`src/sbfd_pkg.sv`:
```
// ----------------------------------------------------------------------------
// sbfd_pkg: shared types and constants of the SBUS frame decoder
// Frame geometry, register indexes, switch positions and the records
// passed between the front end, the queue and the back end.
// ----------------------------------------------------------------------------
package sbfd_pkg;

  localparam int unsigned FRAME_LENGTH = 25;
  localparam int unsigned NUM_CHAN     = 8;
  localparam int unsigned CHAN_W       = 11;
  localparam int unsigned OUT_W        = 12;
  localparam int unsigned KEY_W        = 10;
  localparam int unsigned DATA_BYTES   = (NUM_CHAN * CHAN_W + 7) / 8;
  localparam int unsigned CNT_W        = $clog2(FRAME_LENGTH + 2);
  localparam int unsigned DIDX_W       = $clog2(DATA_BYTES);

  localparam logic [7:0] SBUS_HEADER = 8'h0F;
  localparam logic [7:0] SBUS_FOOTER = 8'h00;

  localparam int unsigned QUEUE_DEPTH = 2;
  localparam int unsigned QPTR_W      = $clog2(QUEUE_DEPTH);
  localparam int unsigned QCNT_W      = $clog2(QUEUE_DEPTH + 1);

  localparam int unsigned S_TDATA_W = 8;
  localparam int unsigned M_TDATA_W = ((NUM_CHAN * OUT_W + KEY_W + 7) / 8) * 8;
  localparam int unsigned PADDR_W   = 4;

  typedef enum logic [1:0] {
    REG_CHANNEL_OFFSET = 2'd0,
    REG_SWITCH_MIN     = 2'd1,
    REG_SWITCH_MAX     = 2'd2,
    REG_DEAD_BAND      = 2'd3
  } reg_idx_e;

  typedef enum logic [1:0] {
    POS_UP  = 2'd0,
    POS_MID = 2'd1,
    POS_DN  = 2'd2
  } pos_e;

  localparam int unsigned KEY_A_UP   = 0;
  localparam int unsigned KEY_A_DOWN = 1;
  localparam int unsigned KEY_A_MID  = 2;
  localparam int unsigned KEY_B_UP   = 3;
  localparam int unsigned KEY_B_DOWN = 4;
  localparam int unsigned KEY_C_UP   = 5;
  localparam int unsigned KEY_C_DOWN = 6;
  localparam int unsigned KEY_D_UP   = 7;
  localparam int unsigned KEY_D_DOWN = 8;
  localparam int unsigned KEY_D_MID  = 9;

  typedef struct packed {
    logic [CHAN_W-1:0]       channel_offset;
    logic signed [OUT_W-1:0] switch_min;
    logic signed [OUT_W-1:0] switch_max;
    logic [9:0]              dead_band;
  } cfg_t;

  typedef struct packed {
    logic                           ok;
    logic [DATA_BYTES-1:0][7:0]     data;
  } frame_rec_t;

endpackage

```
`src/sbfd_front.sv`:
```
// ----------------------------------------------------------------------------
// sbfd_front: burst capture
// Counts the bytes of a burst, keeps the channel bytes and checks header,
// footer and length; on line idle it hands a frame record to the queue.
// ----------------------------------------------------------------------------
module sbfd_front (
  input  logic                 clk_i,
  input  logic                 rst_ni,
  input  logic                 beat_i,
  input  logic                 idle_i,
  input  logic [7:0]           byte_i,
  output logic                 push_o,
  output sbfd_pkg::frame_rec_t rec_o
);
  import sbfd_pkg::*;

  logic [CNT_W-1:0]           count_q, count_d;
  logic                       hdr_ok_q, ftr_ok_q;
  logic [DATA_BYTES-1:0][7:0] data_q;
  logic [DIDX_W-1:0]          widx;
  logic                       in_data;

  assign widx    = DIDX_W'(count_q - CNT_W'(1));
  assign in_data = (count_q >= CNT_W'(1)) && (count_q <= CNT_W'(DATA_BYTES));

  always_comb begin
    count_d = count_q;
    if (beat_i && idle_i) begin
      count_d = '0;
    end else if (beat_i && (count_q <= CNT_W'(FRAME_LENGTH))) begin
      count_d = count_q + CNT_W'(1);
    end
  end

  always_ff @(posedge clk_i or negedge rst_ni) begin
    if (!rst_ni) begin
      count_q <= '0;
    end else begin
      count_q <= count_d;
    end
  end

  always_ff @(posedge clk_i) begin
    if (beat_i && !idle_i) begin
      if (count_q == '0) begin
        hdr_ok_q <= (byte_i == SBUS_HEADER);
      end
      if (count_q == CNT_W'(FRAME_LENGTH - 1)) begin
        ftr_ok_q <= (byte_i == SBUS_FOOTER);
      end
      if (in_data) begin
        data_q[widx] <= byte_i;
      end
    end
  end

  assign push_o   = beat_i && idle_i;
  assign rec_o.ok = (count_q == CNT_W'(FRAME_LENGTH)) && hdr_ok_q && ftr_ok_q;
  assign rec_o.data = data_q;

endmodule

```
`src/sbfd_queue.sv`:
```
// ----------------------------------------------------------------------------
// sbfd_queue: frame record queue
// A short first-in first-out store between burst capture and decoding.
// ----------------------------------------------------------------------------
module sbfd_queue (
  input  logic                 clk_i,
  input  logic                 rst_ni,
  input  logic                 push_i,
  input  sbfd_pkg::frame_rec_t rec_i,
  output logic                 full_o,
  input  logic                 pop_i,
  output logic                 empty_o,
  output sbfd_pkg::frame_rec_t rec_o
);
  import sbfd_pkg::*;

  frame_rec_t          mem_q [QUEUE_DEPTH];
  logic [QPTR_W-1:0]   wptr_q, rptr_q;
  logic [QCNT_W-1:0]   cnt_q;

  assign full_o  = (cnt_q == QCNT_W'(QUEUE_DEPTH));
  assign empty_o = (cnt_q == '0);
  assign rec_o   = mem_q[rptr_q];

  always_ff @(posedge clk_i or negedge rst_ni) begin
    if (!rst_ni) begin
      wptr_q <= '0;
      rptr_q <= '0;
      cnt_q  <= '0;
    end else begin
      if (push_i) begin
        wptr_q <= wptr_q + QPTR_W'(1);
      end
      if (pop_i) begin
        rptr_q <= rptr_q + QPTR_W'(1);
      end
      if (push_i && !pop_i) begin
        cnt_q <= cnt_q + QCNT_W'(1);
      end else if (pop_i && !push_i) begin
        cnt_q <= cnt_q - QCNT_W'(1);
      end
    end
  end

  always_ff @(posedge clk_i) begin
    if (push_i) begin
      mem_q[wptr_q] <= rec_i;
    end
  end

endmodule

```
`src/sbfd_back.sv`:
```
// ----------------------------------------------------------------------------
// sbfd_back: channel decode and switch events
// Unpacks the channels, removes the center offset, classes the switches
// and registers one result beat with its key events.
// ----------------------------------------------------------------------------
module sbfd_back (
  input  logic                       clk_i,
  input  logic                       rst_ni,
  input  sbfd_pkg::cfg_t             cfg_i,
  input  logic                       empty_i,
  input  sbfd_pkg::frame_rec_t       rec_i,
  output logic                       pop_o,
  output logic                       out_valid_o,
  input  logic                       out_ready_i,
  output logic                       out_ok_o,
  output logic [sbfd_pkg::M_TDATA_W-1:0] out_data_o
);
  import sbfd_pkg::*;

  logic [DATA_BYTES*8-1:0]        bits;
  logic signed [OUT_W-1:0]        ch [NUM_CHAN];
  logic signed [OUT_W:0]          lo_thr, hi_thr;
  pos_e                           pos [4];
  pos_e                           prev_q [4];
  logic [KEY_W-1:0]               keys;
  logic [NUM_CHAN*OUT_W-1:0]      chans;
  logic                           out_valid_q;
  logic                           out_ok_q;
  logic [M_TDATA_W-1:0]           out_data_q;

  assign bits   = rec_i.data;
  assign lo_thr = {cfg_i.switch_min[OUT_W-1], cfg_i.switch_min}
                + $signed({3'b000, cfg_i.dead_band});
  assign hi_thr = {cfg_i.switch_max[OUT_W-1], cfg_i.switch_max}
                - $signed({3'b000, cfg_i.dead_band});

  always_comb begin
    for (int i = 0; i < NUM_CHAN; i++) begin
      ch[i] = $signed({1'b0, bits[CHAN_W*i +: CHAN_W]})
            - $signed({1'b0, cfg_i.channel_offset});
      chans[OUT_W*i +: OUT_W] = ch[i];
    end
    for (int s = 0; s < 4; s++) begin
      if ($signed({ch[4+s][OUT_W-1], ch[4+s]}) <= lo_thr) begin
        pos[s] = POS_UP;
      end else if ($signed({ch[4+s][OUT_W-1], ch[4+s]}) >= hi_thr) begin
        pos[s] = POS_DN;
      end else begin
        pos[s] = POS_MID;
      end
    end
  end

  always_comb begin
    keys = '0;
    if (prev_q[0] == POS_MID && pos[0] == POS_UP) begin
      keys[KEY_A_UP] = 1'b1;
    end else if (prev_q[0] == POS_MID && pos[0] == POS_DN) begin
      keys[KEY_A_DOWN] = 1'b1;
    end else if (pos[0] == POS_MID) begin
      keys[KEY_A_MID] = 1'b1;
    end
    if (prev_q[1] == POS_DN && pos[1] == POS_UP) begin
      keys[KEY_B_UP] = 1'b1;
    end else if (prev_q[1] == POS_UP && pos[1] == POS_DN) begin
      keys[KEY_B_DOWN] = 1'b1;
    end
    if (prev_q[2] == POS_DN && pos[2] == POS_UP) begin
      keys[KEY_C_UP] = 1'b1;
    end else if (prev_q[2] == POS_UP && pos[2] == POS_DN) begin
      keys[KEY_C_DOWN] = 1'b1;
    end
    if (prev_q[3] == POS_MID && pos[3] == POS_UP) begin
      keys[KEY_D_UP] = 1'b1;
    end else if (prev_q[3] == POS_MID && pos[3] == POS_DN) begin
      keys[KEY_D_DOWN] = 1'b1;
    end else if (pos[3] == POS_MID) begin
      keys[KEY_D_MID] = 1'b1;
    end
  end

  assign pop_o = !empty_i && (!out_valid_q || out_ready_i);

  always_ff @(posedge clk_i or negedge rst_ni) begin
    if (!rst_ni) begin
      out_valid_q <= 1'b0;
      prev_q[0]   <= POS_MID;
      prev_q[1]   <= POS_DN;
      prev_q[2]   <= POS_DN;
      prev_q[3]   <= POS_MID;
    end else begin
      if (pop_o) begin
        out_valid_q <= 1'b1;
      end else if (out_ready_i) begin
        out_valid_q <= 1'b0;
      end
      if (pop_o && rec_i.ok) begin
        for (int s = 0; s < 4; s++) begin
          prev_q[s] <= pos[s];
        end
      end
    end
  end

  always_ff @(posedge clk_i) begin
    if (pop_o) begin
      out_ok_q <= rec_i.ok;
      if (rec_i.ok) begin
        out_data_q <= M_TDATA_W'({keys, chans});
      end else begin
        out_data_q <= '0;
      end
    end
  end

  assign out_valid_o = out_valid_q;
  assign out_ok_o    = out_ok_q;
  assign out_data_o  = out_data_q;

endmodule

```
`src/sbus_frame_decoder_switch_events_top.sv`:
```
// ----------------------------------------------------------------------------
// sbus_frame_decoder_switch_events_top: SBUS frame decoder with key events
// Captures receiver bytes, validates each burst on line idle, decodes the
// eight channels and reports switch position changes as key events.
// ----------------------------------------------------------------------------
//  Channel   Direction  Fields (lowest bit up)
//  s_axis    in         tdata: rx_byte; tuser: action
//  m_axis    out        tdata: chan0..chan7, key_events, zero pad; tuser: frame_ok
//  apb       in/out     channel_offset, switch_min, switch_max, dead_band
//
//  One input beat is taken every cycle while the record queue has room.
//  A line-idle beat yields one result beat, registered first in the record
//  queue and then in the decoder output register.
//  Reset clears the byte count and the queue and sets the switch memory to its start positions.
//  A stalled output backs up the queue, which then stalls the input.
// ----------------------------------------------------------------------------
module sbus_frame_decoder_switch_events_top (
  input  logic                           clk_i,
  input  logic                           rst_ni,
  input  logic                           s_axis_tvalid,
  output logic                           s_axis_tready,
  input  logic [sbfd_pkg::S_TDATA_W-1:0] s_axis_tdata,  // [7:0] rx_byte
  input  logic                           s_axis_tuser,  // [0] action
  output logic                           m_axis_tvalid,
  input  logic                           m_axis_tready,
  // [95:0] chan0..chan7 (12 bits each), [105:96] key_events, rest zero
  output logic [sbfd_pkg::M_TDATA_W-1:0] m_axis_tdata,
  output logic                           m_axis_tuser,  // [0] frame_ok
  input  logic                           psel,
  input  logic                           penable,
  input  logic                           pwrite,
  input  logic [sbfd_pkg::PADDR_W-1:0]   paddr,
  input  logic [31:0]                    pwdata,
  output logic [31:0]                    prdata,
  output logic                           pready
);
  import sbfd_pkg::*;

  cfg_t       cfg_q;
  reg_idx_e   ridx;
  logic       wr_en;
  logic       beat;
  logic       push;
  logic       full;
  logic       empty;
  logic       pop;
  frame_rec_t rec_in, rec_out;

  assign pready = 1'b1;
  assign ridx   = reg_idx_e'(paddr[3:2]);
  assign wr_en  = psel && penable && pwrite;

  always_ff @(posedge clk_i or negedge rst_ni) begin
    if (!rst_ni) begin
      cfg_q.channel_offset <= 11'd1024;
      cfg_q.switch_min     <= -12'sd672;
      cfg_q.switch_max     <= 12'sd672;
      cfg_q.dead_band      <= 10'd100;
    end else if (wr_en) begin
      unique case (ridx)
        REG_CHANNEL_OFFSET: cfg_q.channel_offset <= pwdata[CHAN_W-1:0];
        REG_SWITCH_MIN:     cfg_q.switch_min     <= pwdata[OUT_W-1:0];
        REG_SWITCH_MAX:     cfg_q.switch_max     <= pwdata[OUT_W-1:0];
        REG_DEAD_BAND:      cfg_q.dead_band      <= pwdata[9:0];
        default:            cfg_q                <= cfg_q;
      endcase
    end
  end

  always_comb begin
    unique case (ridx)
      REG_CHANNEL_OFFSET: prdata = {21'd0, cfg_q.channel_offset};
      REG_SWITCH_MIN:     prdata = {20'd0, cfg_q.switch_min};
      REG_SWITCH_MAX:     prdata = {20'd0, cfg_q.switch_max};
      REG_DEAD_BAND:      prdata = {22'd0, cfg_q.dead_band};
      default:            prdata = '0;
    endcase
  end

  assign s_axis_tready = !full;
  assign beat          = s_axis_tvalid && s_axis_tready;

  sbfd_front u_front (
    .clk_i  (clk_i),
    .rst_ni (rst_ni),
    .beat_i (beat),
    .idle_i (s_axis_tuser),
    .byte_i (s_axis_tdata),
    .push_o (push),
    .rec_o  (rec_in)
  );

  sbfd_queue u_queue (
    .clk_i   (clk_i),
    .rst_ni  (rst_ni),
    .push_i  (push),
    .rec_i   (rec_in),
    .full_o  (full),
    .pop_i   (pop),
    .empty_o (empty),
    .rec_o   (rec_out)
  );

  sbfd_back u_back (
    .clk_i       (clk_i),
    .rst_ni      (rst_ni),
    .cfg_i       (cfg_q),
    .empty_i     (empty),
    .rec_i       (rec_out),
    .pop_o       (pop),
    .out_valid_o (m_axis_tvalid),
    .out_ready_i (m_axis_tready),
    .out_ok_o    (m_axis_tuser),
    .out_data_o  (m_axis_tdata)
  );

endmodule

```
`config.mk`:
```
export PLATFORM = sky130hd
export DESIGN_NAME = sbus_frame_decoder_switch_events_top
export DESIGN_NICKNAME = d
export VERILOG_FILES = /design/src/sbfd_pkg.sv /design/src/sbfd_front.sv /design/src/sbfd_queue.sv /design/src/sbfd_back.sv /design/src/sbus_frame_decoder_switch_events_top.sv
export SDC_FILE = /design/constraint.sdc
export NUM_CORES = 1
export LEC_CHECK = 0
export ABC_AREA = 1
export BUFFER_PORTS_ARGS = -buffer_cell sky130_fd_sc_hd__clkbuf_2
export CAP_MARGIN = 20
export CORE_MARGIN = 1
export CORE_UTILIZATION = 54
export DETAILED_ROUTE_END_ITERATION = 6
export PLACE_DENSITY_LB_ADDON = 0.3
export SYNTH_ARGS = -nofsm -noshare
export SYNTH_HDL_FRONTEND = slang
export SYNTH_HIERARCHICAL = 1
export SYNTH_SLANG_ARGS = --single-unit
```
`constraint.sdc`:
```
create_clock -name clk_i -period 5.85 [get_ports clk_i]
set_clock_uncertainty 0.1 [all_clocks]
set_input_delay 1.17 -clock clk_i [delete_from_list [all_inputs] [get_ports clk_i]]
set_output_delay 1.17 -clock clk_i [all_outputs]
set_load 0.01 [all_outputs]
```
==> out/metrics.csv, run 1 <==
metric,value,unit
slew_headroom,0.293,
worstSetupPathType,reg -> reg,
status,completed,
portBuffers,150,
p_sw,6.78,mW
initial_core_util,0.553,
fp.dieW,213,um
drive_gt1_frac,0.173,
diodes,0,
tritoncts,done,
synth_top_cell_area_share,0.468,
clockBufferDepth,3,
clkLatencyLatePin,600,ps
slowest_delay,720,ps
timing.rr.start,u_queue/rptr_q,
io_pins,200,
crit_fanout,30,
syn-cell-area,24100,um^2
ir_drop,0.000235,V
die_area,45400,um^2
switching_share,0.433,
cp_slowest_cell,dfrtp_4,
setup_viol,0,
ant_nets,0,
rr_endpoint,u_back/out_data_o[98],
cp-end-kind,register,
area_delta_synth_final,11.7,%
fin_crit_sh,0.793,
worstSetupEndpoint,u_back/out_data_o[98],
drc,0,
reg2reg_slack,1210,ps
fmax,0.216,GHz
holdWs,326,ps
die_y,213,um
final_nets,2767,
ys_types,53,
path_cells,"buf_4, mux2_2, ha_1, nand2_1, nand2_1, a31oi_1, o21ai_0, a31o_2, xnor2_1, inv_1, ha_1, nand2_1, nor2_1, nand2_1, or3_1, nor2_1, a21oi_2, nand2_2, nor3_2",
crit_path_start_kind,register,
rr_worst_depth,19,
ctsHoldBuffers,0,
synth-main-ff-cell,edfxtp_1,
cap_violations,0,
grt_overflow,0,
avgSynthCellArea,10.3,um^2
drv_slew,0,
root_buffer,clkbuf_16,
synth_area_leaders,"edfxtp_1 47%, ha_1 11%, nand2_1 8.5%",
internal_power,8.88,mW
wire_per_inst,19.8,um
final_hold_viol_count,0,
post_cts_buffers,0,
rsz0062_at_grt,false,
yosysSeqAreaShare,0.534,
powerDensity,582,nW/um^2
core_area,43600,um^2
gp_congestion,0.894,
grt_pass1_wl,92.9,mm
grt_pass1_vias,16697,
yosys_warnings,6,
ys_async_sr_fraction,0.144,
syn-instance-count,2329,
clkTransAtPathRegs,60,ps
cts.sinks,438,
critical_path_required,6040,ps
p_leak,11.8,nW
min_from,u_front/rec_o[48],
yosys_register_bits,438,
fin_setup_tns,0,ps
std_cell_rows,76,
clkPwrFrac,0.194,
vias_per_cell,5.50,
hold_class,reg -> reg,
cp.arrival,4820,ps
seqPwrFrac,0.296,
combPwrFrac,0.510,
synth_common_cells,"546 x nand2_1, 375 x edfxtp_1, 247 x inv_1",
h-tree-depth,2,
fin_crit,4640,ps
synth_top_cell_by_area,edfxtp_1,
worstSetupStartpoint,u_queue/rptr_q,
hpwl,43.7,mm
tightest_slew,1060,ps
crit_top_cell,nand2_1,
antenna_found_initial,2,
grt_max_degree,90,
vias,17170,
gr-usage-all-layers,0.277,
synth-edff-count,375,
wl,61.8,mm
cts_resized,0,
dr.pass1.iters,5,
cts_buffers,46,
drt_iter0_drc,1587,
synth.most_common_cell,nand2_1,
-- state kept, by name, indices dropped and copies added (netlist names) --
name,count
u_queue/cnt_q,2
u_front/ftr_ok_q,1
u_front/hdr_ok_q,1
u_front/rec_o,88
u_front/count_q,5
u_queue/rptr_q,1
u_back/out_ok_o,1
u_queue/wptr_q,1
cfg_q,45
u_back/out_data_o,106
u_back/prev_q,8
u_back/out_valid_o,1
u_queue/mem_q,178
-- logic make-up after synthesis --
kind of cell,synth area share
AOI/OAI and AO/OA,0.0601
xor gates and xnor gates,0.0167
adders and majority gates,0.114
buffers and inverters,0.0601
DFF,0.534
muxes,0.0416
other,0.000468
and+or+nand+nor,0.173
-- final cells by class --
class / count / area (um^2)
Sequential cell: 438 / 12900
Fill cell: 3630 / 16700
Inverter: 261 / 983
Multi-Input combinational cell: 1591 / 9860
Clock buffer: 51 / 1190
Timing Repair Buffer: 164 / 868
Clock inverter: 34 / 394
Tap cell: 585 / 732
-- metrics by stage --
| step | utilization | area [um^2] | power (mW) | worst slack, ps | cells |
|---|---|---|---|---|---|
| final | 0.617 | 26900 | 15.7 | 1210 | 3124 |
| after global routing | 0.617 | 26900 | 16.9 | 927 | 3124 |
| after CTS | 0.617 | 26900 | 15.7 | 1220 | 3124 |
| after detailed placement | 0.581 | 25300 | 12.6 | 1260 | 3039 |
| after global placement | 0.581 | 25300 | 12.3 | 1320 | 3039 |
| after floorplan | - | 24200 | 10.2 | 1130 | 2353 |
-- critical path: cells and delay by family (launching register included) --
kind / cells / cell delay (ps)
AND/OR/NAND/NOR: 9 / 1060
AO/OA/AOI/OAI: 4 / 770
flip-flops: 1 / 720
adder cells (fa/ha/maj): 2 / 690
buffers and inverters: 2 / 420
multiplexers: 1 / 360
XOR/XNOR: 1 / 180
-- worst min path at each step --
stage,cells after the start,endpoint,slack (ps)
finish,0,u_queue/mem_q[1][48],330
global route,0,u_queue/mem_q[1][49],340
CTS,0,u_queue/mem_q[1][48],320
detailed placement,0,u_queue/mem_q[1][85],330
global placement,0,u_queue/mem_q[0][27],320
floorplan,0,u_queue/mem_q[0][0],320
-- routing by layer --
metal | global-route usage | vias up | part of all wire
met1 | 0.380 | 8101 | 0.44
met4 | 0.115 | 2 | 0.035
met3 | 0.0394 | 132 | 0.070
met2 | 0.443 | 649 | 0.46
li1 | - | 8286 | -
met5 | 0 | - | 0.00011
-- power by group through the flow --
stage               logic, mW  registers (mW)  clock network [mW]
global placement         7.66            4.67                   0
detailed placement       7.86            4.71                   0
CTS                      7.92            4.65                3.09
global route             8.96            4.71                3.21
floorplan                5.41            4.84                   0
finish                   7.99            4.64                3.03
-- placed cells by master, fill, tap and decap left out, types with 6 or more instances in the layout --
cell	instances
clkinv_1	8
nand4_1	44
nand2_1	546
clkinvlp_4	6
clkinv_2	8
nand3_2	9
dfrtp_1	46
clkbuf_16	47
o21bai_1	12
clkbuf_2	149
o21ai_0	60
bufinv_16	6
nor2_1	174
fa_1	10
edfxtp_1	375
ha_1	203
inv_1	245
nand2_2	27
buf_4	13
mux2_2	89
nor2_2	17
xor2_1	24
inv_2	13
nor3_1	14
dfstp_2	16
conb_1	27
nand3_1	99
xnor2_1	22
a31oi_1	16
a21oi_1	134
Note: power is estimated with default switching activity, not from simulation.
==> inputs of run 2 (changes only) <==
clock period = 4.71 ns   (was 5.85 ns; I/O delays follow)
==> out/metrics.csv, run 2 (synthesis results as in run 1) <==
metric,value,unit
die_y,213,um
p_total,19.6,mW
root_buffer,clkbuf_16,
rr_worst_depth,19,
vias_per_cell,5.55,
gp_congestion,0.936,
register_area,12900,um^2
cts_buffers,45,
post-route-cell-area,27100,um^2
tritoncts,done,
fin_crit,4410,ps
holdWs,334,ps
cts_resized,0,
fmax,0.227,GHz
drc,0,
final_common_cell,nand2_1,
dp_slack,284,ps
min_from,u_front/rec_o[48],
drt_iter0_drc,1527,
final_nets,2786,
wl,62.2,mm
area_delta_synth_final,12.5,%
dpl.cell_count,3058,
clkTransAtPathRegs,60,ps
hold_class,reg -> reg,
grt_overflow,0,
die_area,45400,um^2
h-tree-depth,2,
multi_input_area,9860,um^2
clkLatencyLatePin,600,ps
worstSetupStartpoint,u_queue/rptr_q,
fin_ws,303,ps
rr_endpoint,u_back/out_data_o[102],
vias,17419,
grt_max_degree,59,
crit_fanout,13,
largest_register_ffs,178,
wire_per_inst,19.8,um
crit_top_cell,nand2_1,
dr.pass1.iters,6,
tightest_slew,1070,ps
fin_crit_sh,0.936,
diodes,0,
fin_setup_tns,0,ps
rsz0062_at_grt,false,
fp.dieW,213,um
cap_violations,0,
whs_path_depth,0,
core_area,43600,um^2
slowest_delay,540,ps
clockBufferDepth,3,
worstSetupPathType,reg -> reg,
setup_viol,0,
cts.sinks,438,
cp.arrival,4740,ps
timing.rr.start,u_queue/rptr_q,
path_cells,"mux2_2, ha_1, nand2_1, nand2_1, a31oi_1, o21ai_0, a31o_2, xnor2_1, inv_1, ha_1, nand2_1, nor2_1, a211oi_1, o21ai_0, nand3_1, a21oi_1, nor2_2, nand2_1, nor2_1",
crit_path_start_kind,register,
std_cell_rows,76,
final_core_util,0.622,
ant_nets,0,
io_pins,200,
antenna_found_initial,1,
portBuffers,150,
cp_slowest_cell,dfrtp_4,
grt_pass1_wl,93.1,mm
final_hold_viol_count,0,
final_cells,3141,
nFillCells,3514,
powerDensity,724,nW/um^2
drive_gt1_frac,0.179,
initial_core_util,0.553,
hold_end,u_queue/mem_q[0][48],
p_leak,11.9,nW
gr-usage-all-layers,0.276,
grt_pass1_vias,16751,
cp-end-kind,register,
status,completed,
top_register,u_queue/mem_q,
drv_slew,0,
hpwl,45.0,mm
slew_headroom,0.281,
critical_path_required,5050,ps
ir_drop,0.000355,V
detailed_place.area,25500,um^2
final_cell_mix,"546 x nand2_1, 375 x edfxtp_1, 245 x inv_1, 203 x ha_1, 174 x nor2_1",
reg2reg_slack,300,ps
## run 2: changes by cell type in the layout (fill, tap and decap cells not counted), moves of 2 or more
cell | previous run | this run
clkbuf_16 | 47 | 45
buf_12 | 1 | 4
inv_8 | 2 | 0
buf_4 | 13 | 29
inv_6 | 1 | 3
bufinv_16 | 6 | 8
clkbuf_1 | 4 | 8
clkinv_1 | 8 | 2
## run 2: repair_timing
item	in CTS	in global routing
buffers inserted	0	1
endpoints found under the setup margin	0	5
hold buffers	0	0
## run 2: final cells by class
| class | count | area share |
|---|---|---|
| clock inverter | 29 | 0.0157 |
| inverter | 261 | 0.0363 |
| tap | 585 | 0.0270 |
| clock buffer | 53 | 0.0427 |
| sequential | 438 | 0.475 |
| multi-input combinational | 1591 | 0.364 |
| timing repair buffer | 184 | 0.0391 |
## run 2: critical path, delay by kind of cell, from the launching register on
family	cells	cell delay, ps
simple gates	8	830
compound gates	6	1090
buf+inv	1	170
xor+xnor	1	380
flops	1	540
fa+ha+maj	2	730
mux	1	380
## run 2: how the worst max path moves through the flow
stage / to / slack, ps
finish: u_back/out_data_o[102] / 300
CTS: u_back/out_data_o[96] / 260
global placement: u_back/out_data_o[96] / 370
floorplan: u_queue/mem_q[0][0] / 220
detailed placement: u_back/out_data_o[96] / 280
global route: u_back/out_data_o[96] / 20
## run 2: where the power goes
| part | switching, mW | total [mW] | leakage (nW) | internal [mW] |
|---|---|---|---|---|
| sequential | 0.361 | 5.73 | 4.26 | 5.37 |
| clock | 1.56 | 3.79 | 0.755 | 2.23 |
| combinational | 6.50 | 10.1 | 6.88 | 3.59 |
## run 2: per-layer routing
layer | GRT usage | vias to the layer above | wire (um)
met4 | 0.114 | 2 | 2470
met1 | 0.375 | 8367 | 26900
met3 | 0.0468 | 126 | 4360
li1 | - | 8305 | -
met2 | 0.441 | 619 | 28500
met5 | 0 | - | 18
==> inputs of run 3 (changes only) <==
PLACE_DENSITY = 0.73   (was unset)
PLACE_DENSITY_LB_ADDON = unset   (was 0.3)
==> out/metrics.csv, run 3 (synthesis results as in run 1) <==
metric,value,unit
gp_congestion,0.952,
std_cell_rows,76,
seqPwrFrac,0.295,
slowest_delay,610,ps
fp.dieW,213,um
crit_fanout,17,
final_hold_viol_count,0,
critical_path_required,5020,ps
path_cells,"mux2_2, ha_1, nand2_1, nand2_1, a31oi_1, o21ai_0, a31o_2, xnor2_1, inv_1, ha_1, nand2_1, nor2_1, a211oi_1, o21ai_0, nand3_1, a21oi_1, nor2_2, nand2_1, nor2_1",
ctsHoldBuffers,0,
cp.arrival,4830,ps
hpwl,45.1,mm
crit_top_cell,nand2_1,
p_sw,8.40,mW
grt_pass1_wl,94.1,mm
cap_violations,0,
detailed_place.area,25500,um^2
antenna_found_initial,0,
status,completed,
reg2reg_slack,190,ps
cp_slowest_cell,dfrtp_4,
crit_path_start_kind,register,
worst-path-stages,19,
tritoncts,done,
drive_gt1_frac,0.177,
switching_share,0.431,
dr.pass1.iters,6,
fin_crit_sh,0.959,
clkLatencyLatePin,590,ps
area_delta_synth_final,12.2,%
fmax,0.221,GHz
initial_core_util,0.553,
critPathBufInv,1,
grt_overflow,0,
gr-usage-all-layers,0.278,
cts_buffers,45,
final_cells,3139,
p_leak,11.9,nW
final_nets,2785,
cts.sinks,438,
rr_endpoint,u_back/out_data_o[102],
rsz0062_at_grt,false,
worstSetupEndpoint,u_back/out_data_o[102],
portBuffers,150,
holdWs,340,ps
rr_worst_depth,19,
hold_class,reg -> reg,
cp-end-kind,register,
root_buffer,clkbuf_16,
worstSetupPathType,reg -> reg,
clkTransAtPathRegs,60,ps
grt_max_degree,57,
wl,62.3,mm
ant_nets,0,
die_area,45400,um^2
clkPwrFrac,0.186,
setup_viol,0,
final_cell_mix,"546 x nand2_1, 375 x edfxtp_1, 245 x inv_1, 203 x ha_1, 174 x nor2_1",
final_common_cell,nand2_1,
powerDensity,721,nW/um^2
clockBufferDepth,3,
io_pins,200,
vias,17444,
drc,0,
top_register,u_queue/mem_q,
diodes,0,
largest_register_ffs,178,
h-tree-depth,2,
wire_per_inst,19.9,um
grt_pass1_vias,16564,
post-route-cell-area,27000,um^2
vias_per_cell,5.56,
die_y,213,um
timing.rr.start,u_queue/rptr_q,
worstSetupStartpoint,u_queue/rptr_q,
tightest_slew,1080,ps
p_total,19.5,mW
crit_family,compound AO/OA/AOI/OAI gates,
fin_crit,4520,ps
internal_power,11.1,mW
combPwrFrac,0.519,
core_area,43600,um^2
drv_slew,0,
ir_drop,0.000510,V
drt_iter0_drc,1525,
fin_setup_tns,0,ps
dpl.cell_count,3057,
slew_headroom,0.277,
## run 3: cell types whose count changed in the layout (fill, tap and decap cells not counted), sizes merged
cell      delta
clkinv       +2
clkinvlp     -2
buf          -1
inv          -2
bufinv       -4
clkbuf       +5
## run 3: metrics by stage
| step | utilization | worst slack (ps) |
|---|---|---|
| floorplan | - | 218 |
| global placement | 0.585 | 286 |
| detailed placement | 0.585 | 217 |
| CTS | 0.620 | 159 |
| global route | 0.620 | 16.0 |
| finish | 0.620 | 192 |
## run 3: area by class of cell
class,instances,area (um^2)
fillers,3546,16500
flip-flops and latches,438,12900
multi-input cells,1591,9870
clock buffers,58,1250
repair buffers,183,1060
inverters,261,983
well taps,585,732
clock inverters,23,256
## run 3: worst min path at each step
stage	startpoint	to	slack (ps)	depth (start not counted)
5_1_grt	u_front/rec_o[32]	u_queue/mem_q[0][32]	350	0
3_5_place_dp	u_front/rec_o[51]	u_queue/mem_q[1][51]	330	0
6_report	u_front/rec_o[32]	u_queue/mem_q[0][32]	340	0
2_1_floorplan	u_front/rec_o[0]	u_queue/mem_q[0][0]	320	0
4_1_cts	u_front/rec_o[29]	u_queue/mem_q[0][29]	340	0
3_3_place_gp	u_front/rec_o[26]	u_queue/mem_q[0][26]	320	0
## run 3: power groups by stage
| stage | Sequential [mW] | Clock [mW] | Combinational [mW] |
|---|---|---|---|
| 4_1_cts | 5.78 | 3.66 | 9.96 |
| 2_1_floorplan | 6.02 | 0 | 6.71 |
| 5_1_grt | 5.84 | 3.82 | 11.3 |
| 6_report | 5.75 | 3.62 | 10.1 |
| 3_5_place_dp | 5.85 | 0 | 9.87 |
| 3_3_place_gp | 5.82 | 0 | 9.59 |
## run 3: worst reg2reg max path: cells and delay by family (launching register included)
kind | cells | cell delay, ps
AO/OA/AOI/OAI | 6 | 1160
XOR/XNOR | 1 | 400
adder cells (fa/ha/maj) | 2 | 730
multiplexers | 1 | 400
AND/OR/NAND/NOR | 8 | 830
buffers and inverters | 1 | 140
flip-flops | 1 | 610
## run 3: layer usage
layer / up-vias / routed length, um / global-route usage / share of wire
li1: 8311 / - / - / -
met1: 8352 / 27200 / 0.390 / 0.44
met2: 672 / 29200 / 0.449 / 0.47
met3: 109 / 4250 / 0.0407 / 0.068
met4: 0 / 1650 / 0.0839 / 0.026
met5: - / 0 / 0 / 0
## run 3: what timing repair did
item	in CTS	in global routing
endpoints found under the setup margin	0	6
setup buffers	0	1
resized for setup	0	1
